<file path="src/hw/rtl/lsrp_ram.sv">
module lsrp_ram #(
    parameter int WIDTH = 8,
    parameter int DEPTH = 16
) (
    input  logic                     i_clk,
    input  logic                     i_we,
    input  logic [$clog2(DEPTH)-1:0] i_waddr,
    input  logic [WIDTH-1:0]         i_wdata,
    input  logic                     i_re,
    input  logic [$clog2(DEPTH)-1:0] i_raddr,
    output logic [WIDTH-1:0]         o_rdata
);

    logic [WIDTH-1:0] r_mem [0:DEPTH-1];
    logic [WIDTH-1:0] r_rdata;

    always_ff @(posedge i_clk) begin
        if (i_we) begin
            r_mem[i_waddr] <= i_wdata;
        end
        // Hold read data until the next read
        if (i_re) begin
            r_rdata <= r_mem[i_raddr];
        end
    end

    assign o_rdata = r_rdata;

endmodule

</file>
<file path="config.mk">
export PLATFORM = sky130hd
export DESIGN_NAME = lsrp_ram
export DESIGN_NICKNAME = d
export VERILOG_FILES = /design/src/hw/rtl/lsrp_ram.sv
export SDC_FILE = /design/constraint.sdc
export NUM_CORES = 1
export LEC_CHECK = 0
export CORE_ASPECT_RATIO = 0.75
export CORE_MARGIN = 2
export CORE_UTILIZATION = 35
export DETAILED_ROUTE_END_ITERATION = 10
export DONT_BUFFER_PORTS = 1
export RECOVER_POWER = 50
export SYNTH_ARGS = -nofsm -noshare
export SYNTH_HDL_FRONTEND = slang
export SYNTH_SLANG_ARGS = --single-unit
</file>
<file path="constraint.sdc">
create_clock -name i_clk -period 5.3 [get_ports i_clk]
set_input_delay 0.795 -clock i_clk [delete_from_list [all_inputs] [get_ports i_clk]]
set_output_delay 0.795 -clock i_clk [all_outputs]
set_load 0.01 [all_outputs]
</file>
==> summary.md <==
| Metric | Value |
|---|---|
| Final Worst Setup Slack | `approximately 3.1 ns` |
| Clk sinks | `136` |
| Crit. End Element | `register` |
| Worst path depth | `2` |
| Critical Path, Cell by Cell | `or3b_2 > nor3_1` |
| Met3 wire length | `717 um` |
| Vias in the first global route | `2,371` |
| Leak | `between 0.0015 and 0.002 uW` |
| Syn_nets | `approximately 250` |
| Required time worst endpoint | `5.33 ns` |
| WL final | `10,500 um` |
| Ports | `27` |
| Initial core utilization | `a little over a third` |
| Outcome | `complete, no violations` |
| CTS Hold Bufs | `0` |
| Setup bufs post-CTS | `0` |
| Clock Latency Late Sink | `0.41 ns` |
| Vias/cell | `slightly above 5` |
| CP delay by family, top | `simple AND/OR/NAND/NOR gates` |
| Worst-path clk slew | `0.06 ns` |
| Fillers | `1,329` |
| Post-synthesis cell area | `between 5000 and 6000 um2` |
| CP Max Fanout | `8` |
| Tmin final | `2.18 ns` |
| Synthesized area per cell | `22.8 um2` |
| Detailed Route Iter0 Violations | `between 200 and 250` |
| H-tree level count | `4` |
| CP peak stage delay | `0.89 ns` |
| Die area | `about 16,000 um2` |
| RR Startpoint | `r_mem[9][2]$_DFFE_PP_` |
| Cells on worst reg2reg path | `3` |
| Setup-failing EPs final | `0` |
| Gates resized, CTS repair | `0` |
| Total Nets Final | `258` |
| Fin area | `5920 um2` |
| Sequential fraction of the synthesis area | `78.1%` |
| Remaining antenna violation count after routing | `0` |
| Drt first pass iters | `4` |
| First-pass GRT wire length | `15,500 um` |
| R2R setup slack | `3.71 ns` |
| Worst hold path depth | `0` |
| M1 wire length | `5160 um` |
| WP data arrival | `2.21 ns` |
| Slowest CP cell | `nor3_1` |
| WP buf/inv | `0` |
| DRC violations left | `0` |
| Period utilisation layout | `41.1%` |
| Total grt overflow | `0` |
| Synth Register Bits | `136` |
| Initial antenna violation count | `0` |
| RSZ-0062 raised after global routing | `no` |
| Core ar. | `14,500 um2` |
| Max-cap viol count | `0` |
| Top Metal Used | `met4` |
| Global Route Usage Sum | `between 10 and 15%` |
| Die Wd | `145 um` |
| Ys Warns | `0` |
| Slew HR | `17.6%` |
| Min-Delay Path Class | `in2reg` |
| Critical path type | `in2reg` |
| Metal2 WL | `about 4500 um` |
| CTS tree | `done` |
| Area delta synth->final | `13.2%` |
| CP Launch Type | `input pin` |
| Placement Rows | `38` |
| HP Start | `i_wdata[0]` |
| Inserted Diodes | `0` |
| Slew @ Worst Pin | `1.23 ns` |
| Ratio of cells with drive above 1 in the final layout | `17.5%` |
| Max Transition Viols Final | `0` |
| I/O Buffers | `0` |
| Inst Count DP | `420` |
| Hold Path End | `r_mem[5][0]$_DFFE_PP_` |
| CTS Buf Count | `17` |
| Hold Violations, Final | `0` |
| FMAX | `between 400 and 500 MHz` |
| Pre-CTS setup slack | `about 2.7 ns` |
| Max VDD drop | `0.250 mV` |
| Setup crit start | `i_waddr[2]` |
| Min Hold Slack | `0.478 ns` |
| Finished Layout Cells | `452` |
| Crit Reg-Reg Endpoint | `o_rdata[2]$_DFFE_PP_` |
| Area post-placement | `5400 um2` |
| Worst Skew | `about 0.011 ns` |
| Vias | `roughly 2.3k` |
| Power Dens Cells | `394 nW/um2` |
| Die Span Y | `~110 um` |
| HPWL Detailed | `6400 um` |
| Unique masters post-synth | `18` |
| Cell count after synthesis | `229` |
| Max clock buf depth | `2` |
| Wire per inst | `23.1 um` |
| Setup_tns | `0 ns` |
| GP Congestion | `0.724` |
| Largest net degree at the start of global routing | `33` |
| Root buf cell | `clkbuf_16` |
metal layers:
layer	vias to the layer above	GRT usage, %
met4	0	5.04
li1	1002	-
met5	-	0
met1	1240	20.9
met3	12	4.85
met2	60	19.7
worst max path at each step:
stage                                 end  slack (ns)
floorplan           r_mem[0][0]$_DFFE_PP_        3.01
global placement    r_mem[0][4]$_DFFE_PP_        2.78
detailed placement  r_mem[0][0]$_DFFE_PP_        2.72
CTS                 r_mem[0][4]$_DFFE_PP_        3.16
global route        r_mem[0][3]$_DFFE_PP_        3.07
finish              r_mem[0][3]$_DFFE_PP_        3.12
logic make-up (layout without fill, tap and decap cells):
logic type	after synthesis	after routing	share of synthesized area, %
muxes	32	32	14.8
and+or+nand+nor	35	35	3.14
buffers and inverters	10	33	1.65
AOI/OAI and AO/OA	16	16	2.30
DFF	136	136	78.1
per-stage QoR:
step / power [uW] / util, %
6_report: 2330 / 40.7
3_5_place_dp: 1310 / 37.1
5_1_grt: 2400 / 40.7
2_1_floorplan: 1300 / -
4_1_cts: 2340 / 40.7
3_3_place_gp: 1310 / 37.1
cell type report:
| class | instances | area, um2 | area share, % |
|---|---|---|---|
| sequential | 136 | 4080 | 69.0 |
| multi-input combinational | 83 | 1060 | 17.9 |
| clock buffer | 20 | 437 | 7.38 |
| tap | 200 | 250 | 4.23 |
| clock inverter | 12 | 85.1 | 1.44 |
| timing repair buffer | 1 | 3.75 | 0.0634 |
cells in the final DEF (no fill, tap or decap):
| master | Yosys | final |
|---|---|---|
| nand3b_1 | 2 | 2 |
| nor2_1 | 13 | 13 |
| nand2_1 | 9 | 9 |
| nor2b_1 | 1 | 1 |
| clkbuf_1 | 0 | 4 |
| and2_1 | 1 | 1 |
| and2b_1 | 1 | 1 |
| mux4_1 | 14 | 14 |
| nand3_1 | 1 | 1 |
| clkbuf_16 | 0 | 17 |
| a22oi_1 | 16 | 16 |
| edfxtp_1 | 136 | 136 |
| bufinv_16 | 0 | 1 |
| nand2b_1 | 2 | 2 |
| clkinv_1 | 0 | 4 |
| mux4_2 | 18 | 18 |
| clkinvlp_4 | 0 | 2 |
| clkinv_2 | 0 | 5 |
| or3b_2 | 1 | 1 |
| nor3_1 | 4 | 4 |
flip-flops by register name, indices dropped and copies added, names as in the netlist:
signal / cells
r_mem: 128
o_rdata: 8
power by group:
part,switching [uW],internal (uW)
clock network,408,632
logic,34.2,33.8
registers,8.31,1210
total,450,1880
Yosys cell counts:
library cell / count / area, um2
nand2_1: 9 / 33.8
nand2b_1: 2 / 12.5
mux4_1: 14 / 368
nor3_1: 4 / 20.0
a22oi_1: 16 / 120
clkdlybuf4s25_2: 3 / 30.0
and2_1: 1 / 6.26
nand3_1: 1 / 5.00
or3b_2: 1 / 8.76
nand3b_1: 2 / 15.0
edfxtp_1: 136 / 4080
mux4_2: 18 / 405
buf_6: 3 / 33.8
nor2_1: 13 / 48.8
buf_2: 3 / 15.0
buf_4: 1 / 7.51
nor2b_1: 1 / 6.26
and2b_1: 1 / 7.51
worst register-to-register path, cell delays in order (launching register included):
cell and delay [ns]:
edfxtp_1 0.34, mux4_1 0.57, a22oi_1 0.33, nand2_1 0.09
No activity file was read; power rests on OpenSTA's default activity.
